--- config.mk ---
export PLATFORM = sky130hd
export DESIGN_NAME = next_fit_slot_allocator_top
export DESIGN_NICKNAME = d
export VERILOG_FILES = /design/src/rtl/nfsa_pkg.sv /design/src/rtl/nfsa_slot_tbl.sv /design/src/rtl/nfsa_ctrl.sv /design/src/rtl/next_fit_slot_allocator_top.sv
export SDC_FILE = /design/constraint.sdc
export NUM_CORES = 1
export LEC_CHECK = 0
export BUFFER_PORTS_ARGS = -buffer_cell sky130_fd_sc_hd__buf_2
export CORE_MARGIN = 3
export CORE_UTILIZATION = 35
export DETAILED_ROUTE_END_ITERATION = 12
export PLACE_DENSITY = 0.56
export SLEW_MARGIN = 20
export SYNTH_ARGS = -nofsm -noshare
export SYNTH_HDL_FRONTEND = slang
export SYNTH_SLANG_ARGS = --single-unit
export TNS_END_PERCENT = 50
--- constraint.sdc ---
create_clock -name aclk -period 5 [get_ports aclk]
set_clock_uncertainty 0.1 [all_clocks]
set_input_delay 0.75 -clock aclk [delete_from_list [all_inputs] [get_ports aclk]]
set_output_delay 0.75 -clock aclk [all_outputs]
set_load 0.02 [all_outputs]
--- src/rtl/nfsa_pkg.sv ---
// ----------------------------------------------------------------------------
// nfsa_pkg
// Shared constants and types for the next-fit slot allocator.
// ----------------------------------------------------------------------------
package nfsa_pkg;

    localparam int POOL_SLOTS = 64;
    localparam int SLOT_W     = 6;
    localparam int CNT_W      = 7;
    localparam int STATUS_W   = 2;
    localparam int ALU_W      = CNT_W + 1;

    localparam logic [CNT_W-1:0] POOL_SIZE_RST = CNT_W'(POOL_SLOTS);
    localparam logic [CNT_W-1:0] POOL_MAX      = CNT_W'(POOL_SLOTS);

    localparam logic [STATUS_W-1:0] ST_OK    = 2'd0;
    localparam logic [STATUS_W-1:0] ST_FULL  = 2'd1;
    localparam logic [STATUS_W-1:0] ST_RANGE = 2'd2;

    localparam logic OP_ALLOC = 1'b0;
    localparam logic OP_FREE  = 1'b1;

    localparam logic REG_POOL_SIZE = 1'b0;

    typedef struct packed {
        logic              set;
        logic              clr;
        logic [SLOT_W-1:0] idx;
    } tbl_upd_t;

    typedef struct packed {
        logic [CNT_W-1:0]  count;
        logic [SLOT_W-1:0] last;
        logic              any;
        logic              hit;
    } tbl_stat_t;

    typedef struct packed {
        logic [STATUS_W-1:0] status;
        logic [SLOT_W-1:0]   granted;
        logic [CNT_W-1:0]    in_use;
    } result_t;

endpackage

--- src/rtl/nfsa_slot_tbl.sv ---
// ----------------------------------------------------------------------------
// nfsa_slot_tbl
// Slot active flags, active count, last granted slot and first-grant flag.
// ----------------------------------------------------------------------------
module nfsa_slot_tbl (
    input  logic                        aclk,
    input  logic                        aresetn,
    input  nfsa_pkg::tbl_upd_t          upd,
    input  logic [nfsa_pkg::SLOT_W-1:0] rd_idx,
    output logic                        ready,
    output nfsa_pkg::tbl_stat_t         stat
);
    import nfsa_pkg::*;

    logic                  active_mem [POOL_SLOTS];
    logic                  hit_reg;
    logic [CNT_W-1:0]      count_reg;
    logic [SLOT_W-1:0]     last_reg;
    logic                  any_reg;
    logic                  clr_busy_reg;
    logic [SLOT_W-1:0]     clr_idx_reg;

    always_ff @(posedge aclk) begin
        if (clr_busy_reg) begin
            active_mem[clr_idx_reg] <= 1'b0;
        end else if (upd.set) begin
            active_mem[upd.idx] <= 1'b1;
        end else if (upd.clr) begin
            active_mem[upd.idx] <= 1'b0;
        end
        hit_reg <= active_mem[rd_idx];
    end

    always_ff @(posedge aclk) begin
        if (!aresetn) begin
            clr_busy_reg <= 1'b1;
            clr_idx_reg  <= '0;
            count_reg    <= '0;
            last_reg     <= '0;
            any_reg      <= 1'b0;
        end else begin
            if (clr_busy_reg) begin
                clr_idx_reg <= clr_idx_reg + SLOT_W'(1);
                if (clr_idx_reg == SLOT_W'(POOL_SLOTS - 1)) begin
                    clr_busy_reg <= 1'b0;
                end
            end
            if (upd.set) begin
                count_reg <= count_reg + CNT_W'(1);
                last_reg  <= upd.idx;
                any_reg   <= 1'b1;
            end else if (upd.clr && hit_reg) begin
                if (count_reg != '0) begin
                    count_reg <= count_reg - CNT_W'(1);
                end
            end
        end
    end

    assign ready      = !clr_busy_reg;
    assign stat.count = count_reg;
    assign stat.last  = last_reg;
    assign stat.any   = any_reg;
    assign stat.hit   = hit_reg;

endmodule

--- src/rtl/nfsa_ctrl.sv ---
// ----------------------------------------------------------------------------
// nfsa_ctrl
// Request sequencer: start-point reduction and next-fit scan on one shared
// adder, then commit of the table update together with the result.
// ----------------------------------------------------------------------------
module nfsa_ctrl (
    input  logic                        aclk,
    input  logic                        aresetn,
    input  logic                        req,
    input  logic                        opcode,
    input  logic [nfsa_pkg::SLOT_W-1:0] slot_to_free,
    input  logic [nfsa_pkg::CNT_W-1:0]  size,
    input  logic                        out_free,
    input  nfsa_pkg::tbl_stat_t         stat,
    output logic                        idle,
    output logic [nfsa_pkg::SLOT_W-1:0] rd_idx,
    output nfsa_pkg::tbl_upd_t          upd,
    output logic                        res_load,
    output nfsa_pkg::result_t           res
);
    import nfsa_pkg::*;

    typedef enum logic [2:0] {S_IDLE, S_REDUCE, S_READ, S_SCAN, S_DONE} state_t;

    state_t               state_reg, state_next;
    logic                 op_reg, op_next;
    logic [CNT_W-1:0]     pos_reg, pos_next;
    logic [CNT_W-1:0]     n_reg, n_next;
    logic [STATUS_W-1:0]  status_reg, status_next;

    logic [ALU_W-1:0]     alu_a, alu_b, alu_sum;
    logic                 wrap;
    logic                 done_ok;

    // shared adder: pos - size while reducing, pos + 1 while scanning
    assign alu_a   = {1'b0, pos_reg};
    assign alu_b   = (state_reg == S_REDUCE) ? (~{1'b0, size} + ALU_W'(1)) : ALU_W'(1);
    assign alu_sum = alu_a + alu_b;
    assign wrap    = (alu_sum[CNT_W-1:0] == size);

    assign idle    = (state_reg == S_IDLE);
    assign rd_idx  = pos_reg[SLOT_W-1:0];
    assign done_ok = (state_reg == S_DONE) && (status_reg == ST_OK);

    always_comb begin
        state_next  = state_reg;
        op_next     = op_reg;
        pos_next    = pos_reg;
        n_next      = n_reg;
        status_next = status_reg;
        unique case (state_reg)
            S_IDLE: begin
                if (req) begin
                    op_next = opcode;
                    n_next  = '0;
                    if (opcode == OP_FREE) begin
                        pos_next = {1'b0, slot_to_free};
                        if ({1'b0, slot_to_free} >= size) begin
                            status_next = ST_RANGE;
                            state_next  = S_DONE;
                        end else begin
                            status_next = ST_OK;
                            state_next  = S_READ;
                        end
                    end else if (size == '0 || stat.count >= size) begin
                        status_next = ST_FULL;
                        state_next  = S_DONE;
                    end else begin
                        pos_next    = stat.any ? ({1'b0, stat.last} + CNT_W'(1)) : '0;
                        status_next = ST_OK;
                        state_next  = S_REDUCE;
                    end
                end
            end
            S_REDUCE: begin
                if (!alu_sum[ALU_W-1]) begin
                    pos_next = alu_sum[CNT_W-1:0];
                end else begin
                    state_next = S_READ;
                end
            end
            S_READ: begin
                state_next = (op_reg == OP_FREE) ? S_DONE : S_SCAN;
            end
            S_SCAN: begin
                if (!stat.hit) begin
                    state_next = S_DONE;
                end else if ((n_reg + CNT_W'(1)) == size) begin
                    status_next = ST_FULL;
                    state_next  = S_DONE;
                end else begin
                    pos_next   = wrap ? '0 : alu_sum[CNT_W-1:0];
                    n_next     = n_reg + CNT_W'(1);
                    state_next = S_READ;
                end
            end
            S_DONE: begin
                if (out_free) begin
                    state_next = S_IDLE;
                end
            end
            default: state_next = S_IDLE;
        endcase
    end

    always_ff @(posedge aclk) begin
        if (!aresetn) begin
            state_reg  <= S_IDLE;
            op_reg     <= OP_ALLOC;
            pos_reg    <= '0;
            n_reg      <= '0;
            status_reg <= ST_OK;
        end else begin
            state_reg  <= state_next;
            op_reg     <= op_next;
            pos_reg    <= pos_next;
            n_reg      <= n_next;
            status_reg <= status_next;
        end
    end

    assign res_load = (state_reg == S_DONE) && out_free;

    assign upd.set = res_load && done_ok && (op_reg == OP_ALLOC);
    assign upd.clr = res_load && done_ok && (op_reg == OP_FREE);
    assign upd.idx = pos_reg[SLOT_W-1:0];

    always_comb begin
        res.status  = status_reg;
        res.granted = '0;
        res.in_use  = stat.count;
        if (done_ok && op_reg == OP_ALLOC) begin
            res.granted = pos_reg[SLOT_W-1:0];
            res.in_use  = stat.count + CNT_W'(1);
        end else if (done_ok && stat.hit && stat.count != '0) begin
            res.in_use  = stat.count - CNT_W'(1);
        end
    end

endmodule

--- src/rtl/next_fit_slot_allocator_top.sv ---
// ----------------------------------------------------------------------------
// next_fit_slot_allocator_top
// Next-fit slot allocator over a pool of 64 slots with a configurable size.
//
//   Port group   Dir   Contents
//   s_*          in    request: tuser opcode, tdata slot_to_free
//   m_*          out   result: tuser status, tdata granted_slot, slots_in_use
//   APB          in    register 0 pool_size at byte address 0
//
// From accept, an out-of-pool free or an allocate on a full count goes straight
// to the result; a free reads its slot flag first. An allocate runs R start/size
// subtract steps on the shared adder, then S <= size slot probes, each a flag
// read and a test, before its result.
// s_tready is high only while the sequencer is idle; a result waiting in the
// output register holds the commit of the following request.
// After reset the slot flags clear one per cycle; s_tready stays low until all 64 are clear.
// ----------------------------------------------------------------------------
module next_fit_slot_allocator_top (
    input  logic        aclk,
    input  logic        aresetn,
    input  logic        s_tvalid,
    output logic        s_tready,
    input  logic [7:0]  s_tdata,   // [5:0] slot_to_free, [7:6] zero
    input  logic [0:0]  s_tuser,   // [0] opcode
    output logic        m_tvalid,
    input  logic        m_tready,
    output logic [15:0] m_tdata,   // [5:0] granted_slot, [12:6] slots_in_use, [15:13] zero
    output logic [1:0]  m_tuser,   // [1:0] status
    input  logic        psel,
    input  logic        penable,
    input  logic        pwrite,
    input  logic [2:0]  paddr,
    input  logic [31:0] pwdata,
    output logic [31:0] prdata,
    output logic        pready
);
    import nfsa_pkg::*;

    logic [CNT_W-1:0]  pool_size_reg;
    logic [CNT_W-1:0]  size;
    logic              m_tvalid_reg;
    result_t           res_reg;
    logic              out_free;
    logic              idle;
    logic              tbl_ready;
    logic [SLOT_W-1:0] rd_idx;
    tbl_upd_t          upd;
    tbl_stat_t         stat;
    logic              res_load;
    result_t           res;

    assign pready = 1'b1;
    assign prdata = (paddr[2] == REG_POOL_SIZE) ? {25'd0, pool_size_reg} : 32'd0;

    always_ff @(posedge aclk) begin
        if (!aresetn) begin
            pool_size_reg <= POOL_SIZE_RST;
        end else if (psel && penable && pwrite && pready && paddr[2] == REG_POOL_SIZE) begin
            pool_size_reg <= pwdata[CNT_W-1:0];
        end
    end

    assign size = (pool_size_reg > POOL_MAX) ? POOL_MAX : pool_size_reg;

    assign s_tready = idle && tbl_ready;
    assign out_free = !m_tvalid_reg || m_tready;

    nfsa_slot_tbl u_tbl (
        .aclk    (aclk),
        .aresetn (aresetn),
        .upd     (upd),
        .rd_idx  (rd_idx),
        .ready   (tbl_ready),
        .stat    (stat)
    );

    nfsa_ctrl u_ctrl (
        .aclk         (aclk),
        .aresetn      (aresetn),
        .req          (s_tvalid && s_tready),
        .opcode       (s_tuser[0]),
        .slot_to_free (s_tdata[SLOT_W-1:0]),
        .size         (size),
        .out_free     (out_free),
        .stat         (stat),
        .idle         (idle),
        .rd_idx       (rd_idx),
        .upd          (upd),
        .res_load     (res_load),
        .res          (res)
    );

    always_ff @(posedge aclk) begin
        if (!aresetn) begin
            m_tvalid_reg <= 1'b0;
        end else if (res_load) begin
            m_tvalid_reg <= 1'b1;
        end else if (m_tready) begin
            m_tvalid_reg <= 1'b0;
        end
    end

    always_ff @(posedge aclk) begin
        if (res_load) begin
            res_reg <= res;
        end
    end

    assign m_tvalid = m_tvalid_reg;
    assign m_tuser  = res_reg.status;
    assign m_tdata  = {3'd0, res_reg.in_use, res_reg.granted};

    a_count_bound: assert property (@(posedge aclk) disable iff (!aresetn)
        stat.count <= POOL_MAX)
        else $error("active count above pool slots");

    a_busy_after_accept: assert property (@(posedge aclk) disable iff (!aresetn)
        (s_tvalid && s_tready) |=> !s_tready)
        else $error("request taken while busy");

    a_grant_only_ok: assert property (@(posedge aclk) disable iff (!aresetn)
        (m_tvalid && m_tuser != ST_OK) |-> (m_tdata[SLOT_W-1:0] == '0))
        else $error("slot granted on failed request");

    a_no_commit_when_idle: assert property (@(posedge aclk) disable iff (!aresetn)
        idle |-> (!upd.set && !upd.clr && !res_load))
        else $error("table update while idle");

endmodule

Word-level counts from Yosys, hierarchy flattened

Memories as Yosys holds them, arrays and structs flattened. A register that Yosys moved wholly into a read port is not among the register bits.
Index checks and enable logic that the tools add are counted.

Register bits after elaboration: 64
RAM bits: 64
Input port bits: 51
Output and inout bits: 53
Word-level logic and storage cells: 134
Memories: 1

Memories:

| memory           | depth | bits a word | read ports | clocked after Yosys merged registers in | write ports | line                | RTL |
|---|---|---|---|---|---|---|---|
| u_tbl.active_mem | 64    | 1           | 1          | 1                                       | 1           | nfsa_slot_tbl.sv:15 | `logic active_mem [POOL_SLOTS];` |

Add/sub/neg operators: 7
Magnitude comparators: 3
Eq/ne operators: 15
Mux-type cells: 55
Bitwise operators: 4
Reduce and logical (&&, ||, !) cells: 34

Operators by type and width:

| operator                                                            | number |
|---|---|
| 7-bit two-way mux                                                   | 18 |
| 3-bit two-way mux                                                   | 9 |
| 7-bit case mux with 3 select lines                                  | 1 |
| 1-bit two-way mux                                                   | 17 |
| 3-bit case mux with 5 select lines                                  | 1 |
| 7-bit by 1-bit adder with 7-bit output (second input constant)      | 2 |
| 7-bit == test                                                       | 2 |
| 1-bit logical AND                                                   | 14 |
| 7-bit case mux with 2 select lines                                  | 1 |
| 2-bit two-way mux                                                   | 5 |
| 7-bit by 8-bit adder with 8-bit output                              | 1 |
| 8-bit by 1-bit adder with 8-bit output (second input constant)      | 1 |
| 8-bit two-way mux                                                   | 1 |
| 2-bit by 1-bit != test with 1-bit output (second input constant)    | 4 |
| 7-bit NOT with 8-bit output                                         | 1 |
| 4-bit AND reduction                                                 | 2 |
| 2-bit nonzero test                                                  | 4 |
| 6-bit by 1-bit adder with 7-bit output (second input constant)      | 1 |
| 6-bit by 7-bit greater-or-equal comparator with 1-bit output        | 1 |
| 7-bit greater-or-equal comparator                                   | 1 |
| 7-bit > comparator (second input constant)                          | 1 |
| 7-bit zero test                                                     | 1 |
| 7-bit nonzero test                                                  | 1 |
| 7-bit by 1-bit subtractor with 7-bit output (second input constant) | 1 |
| 20 further kinds                                                    | 27 |

Depth between registers and ports, before layout

Gate-level depths: netlist of the first run.

Depth after elaboration: 12
Mapped depth: 15

Cells and area by module

From an unflattened synthesis of the first run, not the netlist that was laid out.

Cell total of the unflattened synthesis: 841
Area total of the unflattened synthesis: 8,161.6 µm²

By module, submodules not included:

| module                      | times used | cells each | area each (µm²) |
|---|---|---|---|
| nfsa_slot_tbl               | 1          | 354        | 4,157.7 |
| nfsa_ctrl                   | 1          | 390        | 2,881.5 |
| next_fit_slot_allocator_top | 1          | 97         | 1,122.3 |

Worst setup path before layout of the first run

No wires, ideal clock.

Path kind: reg2reg
From: reg u_ctrl.state_reg[0]
To: mem u_tbl.active_mem[0], data pin
Setup time: 500 ps
Data arrival time: 3,270 ps
Path slack: 1,130 ps
Cell stages (with the launch flop): 7
Cells stage by stage: dfxtp_1 -> buf_2 -> or3b_1 -> buf_2 -> nor4_2 -> nand2_1 -> nor2_1

Cells in the longest elaborated chain, start to end: 11
Elaborated cells on any way between the ends: 17

RTL lines:

| what                                    | line                               | RTL |
|---|---|---|
| from (decl)                             | nfsa_ctrl.sv:25                    | `state_t state_reg, state_next;` |
| from (signal assigned)                  | nfsa_ctrl.sv:114                   | `state_reg <= state_next;` |
| 3-bit == test *                         | nfsa_ctrl.sv:43, nfsa_ctrl.sv:122  |  |
| 1-bit logical AND (on tied branches)    | nfsa_ctrl.sv:122, nfsa_ctrl.sv:43  |  |
| 1-bit logical AND *                     | nfsa_ctrl.sv:124, nfsa_ctrl.sv:125 |  |
| 1-bit logical AND                       | nfsa_ctrl.sv:125                   | `assign upd.clr = res_load && done_ok && (op_reg == OP_FREE);` |
| 1-bit two-way mux                       | nfsa_slot_tbl.sv:28                | `end else if (upd.clr) begin` |
| 1-bit two-way mux                       | nfsa_slot_tbl.sv:26                | `end else if (upd.set) begin` |
| 1-bit two-way mux                       | nfsa_slot_tbl.sv:24                | `if (clr_busy_reg) begin` |
| 1-bit two-way mux (not written as such) | nfsa_slot_tbl.sv:29                | `active_mem[upd.idx] <= 1'b0;` |
| 1-bit bitwise OR (no line)              | --                                 |  |
| 1-bit OR reduction (no line)            | --                                 |  |
| 1-bit two-way mux (no line) *           | --                                 |  |
| to (decl)                               | nfsa_slot_tbl.sv:15                |  |

Mark *: on every way between the ends. The rest lies on a longest branch, timed or not.

Final worst setup path of the first run

From: reg pool_size_reg[6]
To: reg u_ctrl.pos_reg[1]

Cells in the longest elaborated chain, start to end: 11
Elaborated cells on any way between the ends: 20

RTL lines:

| what                                   | line                              | RTL |
|---|---|---|
| from (decl)                            | next_fit_slot_allocator_top.sv:39 | `logic [CNT_W-1:0] pool_size_reg;` |
| from (signal assigned)                 | next_fit_slot_allocator_top.sv:59 | `pool_size_reg <= pwdata[CNT_W-1:0];` |
| 7-bit > comparator                     | next_fit_slot_allocator_top.sv:63 | `assign size = (pool_size_reg > POOL_MAX) ? POOL_MAX : pool_size_reg;` |
| 7-bit two-way mux *                    | next_fit_slot_allocator_top.sv:63 |  |
| 7-bit NOT with 8-bit output            | nfsa_ctrl.sv:37                   | `assign alu_b = (state_reg == S_REDUCE) ? (~{1'b0, size} + ALU_W'(1)) : ALU_W'(1);` |
| 8-bit by 1-bit adder with 8-bit output | nfsa_ctrl.sv:37                   |  |
| 8-bit two-way mux                      | nfsa_ctrl.sv:37                   |  |
| 7-bit by 8-bit adder with 8-bit output | nfsa_ctrl.sv:38                   | `assign alu_sum = alu_a + alu_b;` |
| 7-bit == test                          | nfsa_ctrl.sv:39                   | `assign wrap = (alu_sum[CNT_W-1:0] == size);` |
| 7-bit two-way mux                      | nfsa_ctrl.sv:92                   | `pos_next = wrap ? '0 : alu_sum[CNT_W-1:0];` |
| 7-bit two-way mux                      | nfsa_ctrl.sv:88                   | `end else if ((n_reg + CNT_W'(1)) == size) begin` |
| 7-bit two-way mux                      | nfsa_ctrl.sv:86                   | `if (!stat.hit) begin` |
| 7-bit case mux with 3 select lines     | nfsa_ctrl.sv:51                   | `unique case (state_reg)` |
| to (signal assigned)                   | nfsa_ctrl.sv:116                  | `pos_reg <= pos_next;` |
| to (decl)                              | nfsa_ctrl.sv:27                   | `logic [CNT_W-1:0] pos_reg, pos_next;` |

Mark *: on every way between the ends. The rest lies on a longest branch, timed or not. The select of a mux whose other input is x is not followed.
A chain may end at the register's enable or synchronous reset.

==> results.py, run 1 <==
metrics = {
    "setup_path": {
        "start_kind": "flip-flop",
        "cp_cell_sequence": "nor2b_1 -> clkinv_1 -> nand3_1 -> xnor2_1 -> nor2_1 -> ha_1 -> o21a_1 -> a2111oi_0 -> nand3b_1 -> nor4_1 -> o21ai_0 -> o2111ai_1 -> mux2i_1",
        "worst_ep_required_time_ns": 5.25,
        "worstSetupStartpoint": "pool_size_reg[6]$_SDFFE_PN1P_",
        "criticalPathCategory": "flip-flop to flip-flop",
        "worst_setup_path_endpoint": "u_ctrl.pos_reg[1]$_SDFFE_PN0P_",
        "ff2ff_setup_slack_ns": 1.05,
        "regToRegStartpoint": "pool_size_reg[6]$_SDFFE_PN1P_",
        "end_kind": "flip-flop",
        "critPathMaxStageDelay_ns": 0.59,
        "cpMaxStageDelayCell": "o21ai_0",
        "crit_path_max_fanout": 11,
        "reg2reg_to": "u_ctrl.pos_reg[1]$_SDFFE_PN0P_",
        "cp.arrival_ns": 4.19,
        "worst-r2r-cell-count": 13,
    },
    "global_routing": {
        "antenna_found_initial": 0,
        "first_pass_grt_wire_length_um": 30100,
        "grt_max_degree": 50,
        "grt_remaining_overflow": 0,
        "grt_pass1_vias": 5551,
        "total_track_usage_pct": 15.5,
    },
    "clocking": {
        "numClockSinks": 129,
        "postCtsHoldBufs": 0,
        "clockBufferDepth": 2,
        "tritoncts": "done",
        "post_cts_resized": 0,
        "clk_pin_slew_ns": 0.06,
        "htree_levels": 4,
        "worst_skew_pair.late_latency_ns": 0.42,
        "cts_post_setup_buffers_inserted": 0,
        "clock_tree.root_cell": "clkbuf_16",
        "numCtsBuffers": 17,
    },
    "logic_synthesis": {
        "synth-seq-area-share_pct": 43.1,
        "synth_adder_area_share_pct": 4.57,
        "synth_flop_cell": "edfxtp_1",
        "seq_cells_post_synth": 129,
        "synth_simple_gate_area_share_pct": 21.0,
        "avgSynthCellArea_um2": 9.90,
        "number_of_synthesized_flops_with_an_enable_pin": 79,
        "synthCells": 791,
        "yosys.area_share.xor_xnor_pct": 3.99,
        "synth_compound_area_share_pct": 12.6,
        "synth.mux.area_fraction_pct": 8.94,
        "synth_top_family_by_area": "simple AND/OR/NAND/NOR gates",
        "yosysWarningCount": 0,
        "ys_async_sr_fraction_pct": 0,
        "post_synth_num_cell_types": 78,
        "syn_area_um2": 7830,
    },
    "final_layout": {
        "final_layout_size_suffix_gt1_share_pct": 16.1,
        "most_common_cell_after_layout_fill_and_taps_aside": "nor2_1",
        "most_frequent_cells_in_the_layout": "nor2_1 (98), nand2_1 (82), edfxtp_1 (79), dfxtp_1 (50), buf_2 (45)",
        "layout.cell_area.non_filler_um2": 8800,
        "n_antenna_cell": 0,
        "finalNetCount": 899,
        "largest_register_ff_count": 64,
        "biggest_register": "u_tbl.active_mem",
        "syn_to_final_growth_pct": 12.3,
    },
    "pwr": {
        "power.ir.vdd_worst_uv": 181,
        "cellLeakagePower_nw": 3.30,
        "pwr_density_nw_per_um2": 286,
    },
    "floorplan": {
        "fp.dieW_um": 156,
        "floorplan.core_area_um2": 21900,
        "num_rows": 54,
        "die_h_um": 156,
        "die-area_um2": 24200,
        "start_util_pct": 35.8,
        "io_pins": 104,
    },
    "timing": {
        "timing_max_transition_violations_final": 0,
        "min_period_over_period_pct": 78.9,
        "timing.final.hold_violations": 0,
        "finalSetupViolCount": 0,
        "max-slew-margin-rel_pct": 37.5,
        "rsz0062_at_grt": "false",
        "maxClockFrequency_mhz": 253,
        "period_needed_ns": 3.95,
        "tns_ns": 0,
        "post_route_hold_slack_ns": 0.367,
        "max_slew.worst_pin.slew_ns": 0.935,
    },
    "detailed_routing": {
        "drt_pre_antenna_iters": 4,
        "wire_per_inst_um": 16.7,
        "vias_per_cell": 5.28,
        "routed_wl_um": 18600,
        "vias": 5873,
        "drt-initial-drc-count": 326,
        "drcViolationCount": 0,
        "postRouteAntennaNets": 0,
    },
    "place": {
        "place.gp.congestion": 0.807,
        "detailedPlacementHpwl_um": 13000,
        "area_of_placed_instances_um2": 8200,
        "placement.io_buffers": 45,
    },
    "status": {
        "status": "finished, final reports clean",
    },
    "flow_run": {
        "maxCapViolations": 0,
    },
    "worst_hold_path": {
        "worstHoldPathType": "flip-flop to flip-flop",
    },
}
==> how the worst min path moves through the flow <==
stage                                     endpoint  depth (start not counted)  slack, ns                           start
floorplan           u_ctrl.pos_reg[6]$_SDFFE_PN0P_                          2       0.34  u_ctrl.pos_reg[6]$_SDFFE_PN0P_
global placement    u_ctrl.pos_reg[6]$_SDFFE_PN0P_                          2       0.36  u_ctrl.pos_reg[6]$_SDFFE_PN0P_
detailed placement  u_ctrl.pos_reg[6]$_SDFFE_PN0P_                          2       0.36  u_ctrl.pos_reg[6]$_SDFFE_PN0P_
CTS                 u_ctrl.pos_reg[6]$_SDFFE_PN0P_                          2       0.37  u_ctrl.pos_reg[6]$_SDFFE_PN0P_
global route        u_ctrl.pos_reg[6]$_SDFFE_PN0P_                          2       0.42  u_ctrl.pos_reg[6]$_SDFFE_PN0P_
finish              u_ctrl.pos_reg[6]$_SDFFE_PN0P_                          2       0.37  u_ctrl.pos_reg[6]$_SDFFE_PN0P_
==> critical path: cells and delay by family (launching register included) <==
family,cells,cell delay (ns)
compound gates,4,1.37
simple gates,5,0.97
flops,1,0.42
fa+ha+maj,1,0.36
buf+inv,1,0.35
mux,1,0.16
xor+xnor,1,0.13
==> cells in the mapped netlist (6+ instances only) <==
library cell   n  area share, %
nor2b_1       20            1.6
nand2_1       82            3.9
nand4_1        6           0.48
edfxtp_1      79             30
nor2_1        99            4.7
a21o_1         6           0.57
a21boi_0      13            1.2
mux4_2        21            6.0
o21ai_0       28            1.8
a31oi_1        8           0.64
xnor2_1       18            2.0
nand2b_1      19            1.5
nor4_1         6           0.48
inv_1         11           0.53
or3_1          6           0.48
nand3_1       28            1.8
dfxtp_1       50             13
and2_1        15            1.2
buf_2         10           0.64
buf_4         30            2.9
nand2_2        7           0.56
xor2_1        10            1.1
ha_1          27            4.3
nor3_1        10           0.64
mux2i_1       18            2.3
a221oi_1       6           0.67
and3_1         7           0.56
a21oi_1       24            1.5
nand3b_1       8           0.77
clkbuf_1      31            1.5
==> cell families after synthesis <==
| group | Yosys count |
|---|---|
| fa+ha+maj | 28 |
| mux | 43 |
| xor+xnor | 31 |
| other cells | 2 |
| flops | 129 |
| simple gates | 332 |
| buf+inv | 85 |
| compound gates | 141 |
==> metal layers <==
metal / GRT usage (%) / share of wire (%) / vias to the layer above / routed length (µm)
met1: 21.1 / 46 / 2864 / 8630
met4: 4.09 / 1.0 / 0 / 193
met3: 3.61 / 3.6 / 14 / 674
met2: 25.2 / 49 / 107 / 9060
met5: 0 / 0 / - / 0
li1: - / - / 2888 / -
==> per-stage QoR <==
stage,std cells,setup WS [ns],power (mW),util (%)
2_1_floorplan,818,1.13,1.25,-
3_3_place_gp,1081,1.14,1.26,37.4
3_5_place_dp,1081,1.13,1.26,37.4
4_1_cts,1113,1.11,2.55,40.2
5_1_grt,1113,0.682,2.60,40.2
6_report,1113,1.05,2.52,40.2
==> power breakdown <==
group | switching [mW] | internal (mW)
Combinational | 0.0738 | 0.0354
Clock | 0.525 | 0.751
Sequential | 0.00907 | 1.12
Total | 0.608 | 1.91
==> final cells by class <==
| cell class | count | area [µm²] |
|---|---|---|
| Clock buffer | 17 | 425 |
| Clock inverter | 15 | 175 |
| Fill cell | 2196 | 13100 |
| Inverter | 13 | 48.8 |
| Multi-Input combinational cell | 604 | 4130 |
| Sequential cell | 129 | 3370 |
| Tap cell | 280 | 350 |
| Timing Repair Buffer | 55 | 300 |
(Power assumes the default switching activity.)
==> run 2: changes to the inputs <==
--- a/config.mk
+++ b/config.mk
@@ -5,6 +5,7 @@
 export SDC_FILE = /design/constraint.sdc
 export NUM_CORES = 1
 export LEC_CHECK = 0
+export ABC_AREA = 1
 export BUFFER_PORTS_ARGS = -buffer_cell sky130_fd_sc_hd__buf_2
 export CORE_MARGIN = 3
 export CORE_UTILIZATION = 35
==> constraint.sdc (replaced) <==
create_clock -name aclk -period 3.85 [get_ports aclk]
set_clock_uncertainty 0.1 [all_clocks]
set_input_delay 0.5775 -clock aclk [delete_from_list [all_inputs] [get_ports aclk]]
set_output_delay 0.5775 -clock aclk [all_outputs]
set_load 0.02 [all_outputs]
==> results.py, run 2 <==
metrics = {
    "pwr": {
        "cellLeakagePower_nw": 3.60,
        "power.ir.vdd_worst_uv": 202,
        "pwr_density_nw_per_um2": 370,
    },
    "global_routing": {
        "antenna_found_initial": 0,
        "grt_max_degree": 65,
        "grt_pass1_vias": 6314,
        "met2_usage_pct": 27.6,
        "global_route.usage.met1_pct": 20.7,
        "groute.layer.met3.usage_pct": 3.95,
        "globalRoute.busiestLayer": "met2",
        "total_track_usage_pct": 16.4,
        "grt_remaining_overflow": 0,
        "first_pass_grt_wire_length_um": 31500,
    },
    "final_layout": {
        "biggest_register": "u_tbl.active_mem",
        "most_common_cell_after_layout_fill_and_taps_aside": "nor2_1",
        "multi_input_area_um2": 3810,
        "most_frequent_cells_in_the_layout": "nor2_1 (204), nand2_1 (176), inv_1 (90), edfxtp_1 (79), o21ai_0 (75)",
        "filler_cell_count": 2257,
        "largest_register_ff_count": 64,
        "ff_latch_area_um2": 3370,
        "finalNetCount": 1136,
        "syn_to_final_growth_pct": 13.3,
        "final_layout_size_suffix_gt1_share_pct": 12.9,
        "n_antenna_cell": 0,
    },
    "setup_path": {
        "start_kind": "flip-flop",
        "worst-r2r-cell-count": 20,
        "critical_path.n_buffers_inverters": 4,
        "cpMaxStageDelayCell": "a211oi_1",
        "end_kind": "flip-flop",
        "ff2ff_setup_slack_ns": 0.65,
        "critPathMaxStageDelay_ns": 0.40,
        "cp_cell_sequence": "inv_2 -> nand2_1 -> nor2_2 -> inv_1 -> a211oi_1 -> ha_1 -> nand2_1 -> nand2_1 -> inv_1 -> nand2_1 -> nand2_1 -> nand2_1 -> nand2_1 -> nand3_1 -> nor2_1 -> nand3_1 -> nand2_1 -> inv_1 -> nor2_1 -> nor2_1",
        "reg2reg_to": "u_ctrl.pos_reg[4]$_SDFFE_PN0P_",
        "cp_top_family": "simple AND/OR/NAND/NOR gates",
        "worst_ep_required_time_ns": 4.07,
        "regToRegStartpoint": "u_ctrl.state_reg[2]$_SDFFE_PN0P_",
        "cp.arrival_ns": 3.42,
        "critical-path-top-cell-by-count": "nand2_1",
        "crit_path_max_fanout": 8,
        "criticalPathCategory": "flip-flop to flip-flop",
    },
    "clocking": {
        "tritoncts": "done",
        "numCtsBuffers": 17,
        "clk_pin_slew_ns": 0.06,
        "clockBufferDepth": 2,
        "clock_tree.root_cell": "clkbuf_16",
        "cts_post_setup_buffers_inserted": 0,
        "post_cts_resized": 0,
        "numClockSinks": 129,
        "htree_levels": 4,
        "postCtsHoldBufs": 0,
        "worst_skew_pair.late_latency_ns": 0.43,
    },
    "detailed_routing": {
        "drcViolationCount": 0,
        "vias": 6704,
        "postRouteAntennaNets": 0,
        "drt_pre_antenna_iters": 6,
        "wire_per_inst_um": 14.7,
        "routed_wl_um": 19800,
        "drt-initial-drc-count": 398,
        "vias_per_cell": 4.98,
    },
    "place": {
        "preCtsSetupSlack_ns": 0.683,
        "placement.io_buffers": 45,
        "detailedPlacementHpwl_um": 14100,
        "place.gp.congestion": 0.842,
    },
    "logic_synthesis": {
        "synth_top_cells_by_count": "nor2_1 (205), nand2_1 (176), inv_1 (90), edfxtp_1 (79), o21ai_0 (75)",
        "synth.mux.area_fraction_pct": 0,
        "synth_compound_area_share_pct": 12.6,
        "synthCells": 1010,
        "number_of_synthesized_flops_with_an_enable_pin": 79,
        "avgSynthCellArea_um2": 7.72,
        "netlist.top_cell.by_area": "edfxtp_1",
        "most_instantiated_library_cell_after_synthesis": "nor2_1",
        "ys_async_sr_fraction_pct": 0,
        "post_synth_num_cell_types": 44,
        "synth_simple_gate_area_share_pct": 28.6,
        "synth_top_family_by_area": "simple AND/OR/NAND/NOR gates",
        "yosysWarningCount": 0,
        "synth_flop_cell": "edfxtp_1",
        "syn_area_um2": 7800,
        "seq_cells_post_synth": 129,
        "netlist.area_leader.share_pct": 30.4,
        "yosys.area_share.xor_xnor_pct": 1.57,
        "synth-seq-area-share_pct": 43.3,
        "synth_adder_area_share_pct": 4.59,
        "post_synth_main_area_contributors": "edfxtp_1 (30%), dfxtp_1 (13%), nor2_1 (9.9%), nand2_1 (8.5%), o21ai_0 (4.8%)",
    },
    "timing": {
        "max_slew.worst_pin.slew_ns": 0.702,
        "finalSetupViolCount": 0,
        "tns_ns": 0,
        "timing.final.hold_violations": 0,
        "timing_max_transition_violations_final": 0,
        "final_critical_path_setup_slack_ns": 0.653,
        "maxClockFrequency_mhz": 313,
        "max-slew-margin-rel_pct": 53.1,
        "period_needed_ns": 3.20,
        "min_period_over_period_pct": 83.0,
        "rsz0062_at_grt": "false",
    },
    "floorplan": {
        "io_pins": 104,
        "die_h_um": 155,
        "die-area_um2": 24100,
        "num_rows": 53,
        "fp.dieW_um": 155,
        "floorplan.core_area_um2": 21500,
        "start_util_pct": 36.3,
    },
    "worst_hold_path": {
        "worstHoldStart": "pwdata[6]",
        "timing.hold.worst_endpoint": "pool_size_reg[6]$_SDFFE_PN1P_",
        "hold_depth": 3,
        "worstHoldPathType": "input port to flip-flop",
    },
    "flow_run": {
        "maxCapViolations": 0,
    },
    "status": {
        "status": "finished, final reports clean",
    },
}
run 2: cell types whose count changed in the layout (fill, tap and decap cells not counted), sizes merged, moves of 20 or more:
cell and delta:
o21ai +47, inv +91, mux4 -21, nor2 +111, nand2 +91, nor2b -20
nand4 +22, a21oi +26, nand3 +42
run 2: layout make-up:
type | count | share of cell area (%)
timing repair buffer | 59 | 3.74
clock buffer | 17 | 4.82
inverter | 101 | 4.32
clock inverter | 15 | 1.87
multi-input combinational | 749 | 43.2
tap | 275 | 3.90
sequential | 129 | 38.2
run 2: worst max path at each step:
stage / from / endpoint / cells after the start
6_report: u_ctrl.state_reg[2]$_SDFFE_PN0P_ / u_ctrl.pos_reg[4]$_SDFFE_PN0P_ / 20
3_3_place_gp: pool_size_reg[6]$_SDFFE_PN1P_ / u_ctrl.pos_reg[1]$_SDFFE_PN0P_ / 19
3_5_place_dp: pool_size_reg[6]$_SDFFE_PN1P_ / u_ctrl.pos_reg[1]$_SDFFE_PN0P_ / 19
2_1_floorplan: u_ctrl.state_reg[1]$_SDFFE_PN0P_ / u_tbl.active_mem[0]$_DFFE_PP_ / 8
4_1_cts: pool_size_reg[6]$_SDFFE_PN1P_ / u_ctrl.pos_reg[2]$_SDFFE_PN0P_ / 19
5_1_grt: pool_size_reg[6]$_SDFFE_PN1P_ / u_ctrl.pos_reg[1]$_SDFFE_PN0P_ / 19
run 2: metal layers:
metal / vias up / routed length [µm]
li1: 3428 / -
met1: 3087 / 8980
met2: 162 / 9460
met3: 27 / 956
met4: 0 / 382
met5: - / 0
run 2: kinds of logic after synthesis:
kind of cell	count (synthesis)
flops	129
simple gates	509
compound gates	169
xor+xnor	14
other cells	2
fa+ha+maj	28
buf+inv	159
run 2: power breakdown:
group	leakage, nW	internal, mW	switching [mW]
registers	1.09	1.46	0.00918
logic	2.23	0.0460	0.126
clock network	0.290	0.921	0.708
run 2: worst reg2reg max path, cell delays in order (launching register included):
cell and delay, ns:
dfxtp_1 0.34, inv_2 0.09, nand2_1 0.09, nor2_2 0.28
inv_1 0.17, a211oi_1 0.40, ha_1 0.38, nand2_1 0.09
nand2_1 0.06, inv_1 0.07, nand2_1 0.05, nand2_1 0.07
nand2_1 0.07, nand2_1 0.07, nand3_1 0.06, nor2_1 0.10
nand3_1 0.21, nand2_1 0.13, inv_1 0.05, nor2_1 0.15
nor2_1 0.06
run 2: per-stage QoR:
step / cells / hold slack, ns / utilization [%] / area, µm² / power [mW]
after floorplan: 1037 / 0.308 / - / 7900 / 1.64
after global placement: 1313 / 0.311 / 38.4 / 8240 / 1.67
after detailed placement: 1313 / 0.323 / 38.4 / 8240 / 1.67
after CTS: 1345 / 0.270 / 41.1 / 8830 / 3.30
after global routing: 1345 / 0.292 / 41.1 / 8830 / 3.38
final: 1345 / 0.270 / 41.1 / 8830 / 3.27
==> run 3: changes to the inputs <==
--- a/config.mk
+++ b/config.mk
@@ -5,7 +5,7 @@
 export SDC_FILE = /design/constraint.sdc
 export NUM_CORES = 1
 export LEC_CHECK = 0
-export ABC_AREA = 1
+export ABC_AREA = 0
 export BUFFER_PORTS_ARGS = -buffer_cell sky130_fd_sc_hd__buf_2
 export CORE_MARGIN = 3
 export CORE_UTILIZATION = 35
==> constraint.sdc (replaced) <==
create_clock -name aclk -period 3.3 [get_ports aclk]
set_clock_uncertainty 0.1 [all_clocks]
set_input_delay 0.495 -clock aclk [delete_from_list [all_inputs] [get_ports aclk]]
set_output_delay 0.495 -clock aclk [all_outputs]
set_load 0.02 [all_outputs]
==> results.py, run 3 (same netlist as run 1, synthesis figures left out) <==
metrics = {
    "detailed_routing": {
        "routed.top_layer": "met4",
        "drcViolationCount": 0,
        "drt_pre_antenna_iters": 7,
        "postRouteAntennaNets": 0,
        "met2_wirelength_um": 9130,
        "drt-initial-drc-count": 351,
        "wire_per_inst_um": 16.5,
        "vias": 5953,
        "detailroute.wirelength.met3_um": 524,
        "met1Wirelength_um": 9000,
        "vias_per_cell": 5.15,
        "routed_wl_um": 19000,
    },
    "final_layout": {
        "finalNetCount": 942,
        "most_common_cell_after_layout_fill_and_taps_aside": "nor2_1",
        "final_layout_size_suffix_gt1_share_pct": 22.7,
        "largest_register_ff_count": 64,
        "most_frequent_cells_in_the_layout": "nor2_1 (96), nand2_1 (82), edfxtp_1 (79), buf_4 (51), dfxtp_1 (49)",
        "filler_cell_count": 2132,
        "biggest_register": "u_tbl.active_mem",
        "n_antenna_cell": 0,
        "syn_to_final_growth_pct": 18.6,
    },
    "setup_path": {
        "end_kind": "flip-flop",
        "critical-path-top-cell-by-count": "ha_4",
        "criticalPathCategory": "flip-flop to flip-flop",
        "cp.arrival_ns": 3.34,
        "start_kind": "flip-flop",
        "cp_cell_sequence": "nand2b_4 -> ha_4 -> and2_4 -> ha_4 -> a211o_1 -> a2111o_1 -> a31oi_4 -> xnor2_2 -> a222oi_1 -> o21ai_2 -> mux2i_1",
        "crit_path_max_fanout": 7,
        "worst_ep_required_time_ns": 3.48,
        "cpMaxStageDelayCell": "a2111o_1",
        "critPathMaxStageDelay_ns": 0.47,
    },
    "clocking": {
        "clockBufferDepth": 2,
        "postCtsHoldBufs": 0,
        "clock_tree.root_cell": "clkbuf_16",
        "tritoncts": "done",
        "numClockSinks": 129,
        "clk_pin_slew_ns": 0.07,
        "numCtsBuffers": 17,
        "worst_skew_pair.late_latency_ns": 0.42,
        "htree_levels": 4,
    },
    "place": {
        "place.gp.congestion": 0.813,
        "placement.io_buffers": 45,
        "detailedPlacementHpwl_um": 13600,
    },
    "timing": {
        "min_period_over_period_pct": 96.0,
        "period_needed_ns": 3.17,
        "max_slew.worst_pin.slew_ns": 0.639,
        "maxClockFrequency_mhz": 316,
        "max-slew-margin-rel_pct": 57.4,
        "tns_ns": 0,
        "finalSetupViolCount": 0,
        "post_route_hold_slack_ns": 0.205,
        "timing_max_transition_violations_final": 0,
        "timing.final.hold_violations": 0,
    },
    "global_routing": {
        "antenna_found_initial": 0,
        "grt_pass1_vias": 5551,
        "total_track_usage_pct": 15.9,
        "first_pass_grt_wire_length_um": 30500,
        "grt_remaining_overflow": 0,
        "grt_max_degree": 65,
    },
    "pwr": {
        "total_power_mw": 3.79,
        "cellLeakagePower_nw": 3.54,
        "power.ir.vdd_worst_uv": 203,
        "pwr_density_nw_per_um2": 407,
    },
    "floorplan": {
        "die-area_um2": 24200,
        "io_pins": 104,
        "floorplan.core_area_um2": 21900,
        "start_util_pct": 35.8,
        "die_h_um": 156,
        "num_rows": 54,
        "fp.dieW_um": 156,
    },
    "worst_hold_path": {
        "worstHoldPathType": "input port to flip-flop",
    },
    "status": {
        "status": "finished, final reports clean",
    },
    "flow_run": {
        "maxCapViolations": 0,
    },
}
-- run 3: cell types whose count changed in the layout (fill, tap and decap cells not counted), sizes merged, moves of 16 or more --
cell / previous run / this run
nor2: 213 / 102
nand2: 180 / 89
inv: 108 / 18
o21ai: 81 / 34
nand3: 70 / 28
buf: 59 / 98
a21oi: 50 / 24
nand4: 28 / 6
mux4: 0 / 21
nor2b: 0 / 20
mux2i: 0 / 19
nand2b: 0 / 19
xnor2: 2 / 18
-- run 3: final timing paths --
path	from	to	slack (ns)	cells past startpoint
setup / recovery	pool_size_reg[6]$_SDFFE_PN1P_	u_ctrl.pos_reg[3]$_SDFFE_PN0P_	0.13	11
hold / removal	pwdata[6]	pool_size_reg[6]$_SDFFE_PN1P_	0.21	3
setup reg to reg	pool_size_reg[6]$_SDFFE_PN1P_	u_ctrl.pos_reg[3]$_SDFFE_PN0P_	0.13	11
hold reg to reg	u_ctrl.pos_reg[6]$_SDFFE_PN0P_	u_ctrl.pos_reg[6]$_SDFFE_PN0P_	0.37	2
-- run 3: critical path, delay by kind of cell, from the launching register on --
family / cells / cell delay, ns
AO/OA/AOI/OAI: 5 / 1.53
XOR/XNOR: 1 / 0.11
adder cells (fa/ha/maj): 2 / 0.45
flip-flops: 1 / 0.36
multiplexers: 1 / 0.17
AND/OR/NAND/NOR: 2 / 0.30
-- run 3: stage by stage --
step / setup WS (ns) / cells / cell area (µm²) / util, %
after floorplan: -0.168 / 818 / 7940 / -
after global placement: -0.0125 / 1120 / 8500 / 38.8
after detailed placement: -0.0469 / 1120 / 8500 / 38.8
after CTS: 0.000162 / 1152 / 9130 / 41.7
after global routing: -0.0112 / 1156 / 9290 / 42.5
final: 0.133 / 1156 / 9290 / 42.5
-- run 3: where the power goes --
part | total, mW | leakage [nW] | internal (mW) | switching, mW
combinational | 0.175 | 2.13 | 0.0584 | 0.117
clock | 1.90 | 0.294 | 1.03 | 0.870
sequential | 1.71 | 1.12 | 1.70 | 0.0131
total | 3.79 | 3.54 | 2.79 | 1.00
-- run 3: per-layer routing --
| metal | GRT usage [%] | vias to the layer above |
|---|---|---|
| met4 | 5.54 | 0 |
| met2 | 24.6 | 105 |
| met1 | 22.5 | 2855 |
| li1 | - | 2970 |
| met3 | 2.97 | 23 |
| met5 | 0 | - |
-- run 3: final cells by class --
type	count	area [µm²]	share of cell area [%]
multi-input combinational	604	4260	45.8
sequential	129	3380	36.3
timing repair buffer	98	643	6.92
clock buffer	17	425	4.58
tap	280	350	3.77
clock inverter	15	190	2.05
inverter	13	48.8	0.525
-- run 3: repair_timing --
action / 4_1_cts / 5_1_grt
endpoints found under the hold margin: 0 / 0
setup endpoints to repair: 8 / 8
gates resized for setup: 4 / 28
pin swaps: 0 / 9
buffers inserted: 0 / 4
cloned: 0 / 0
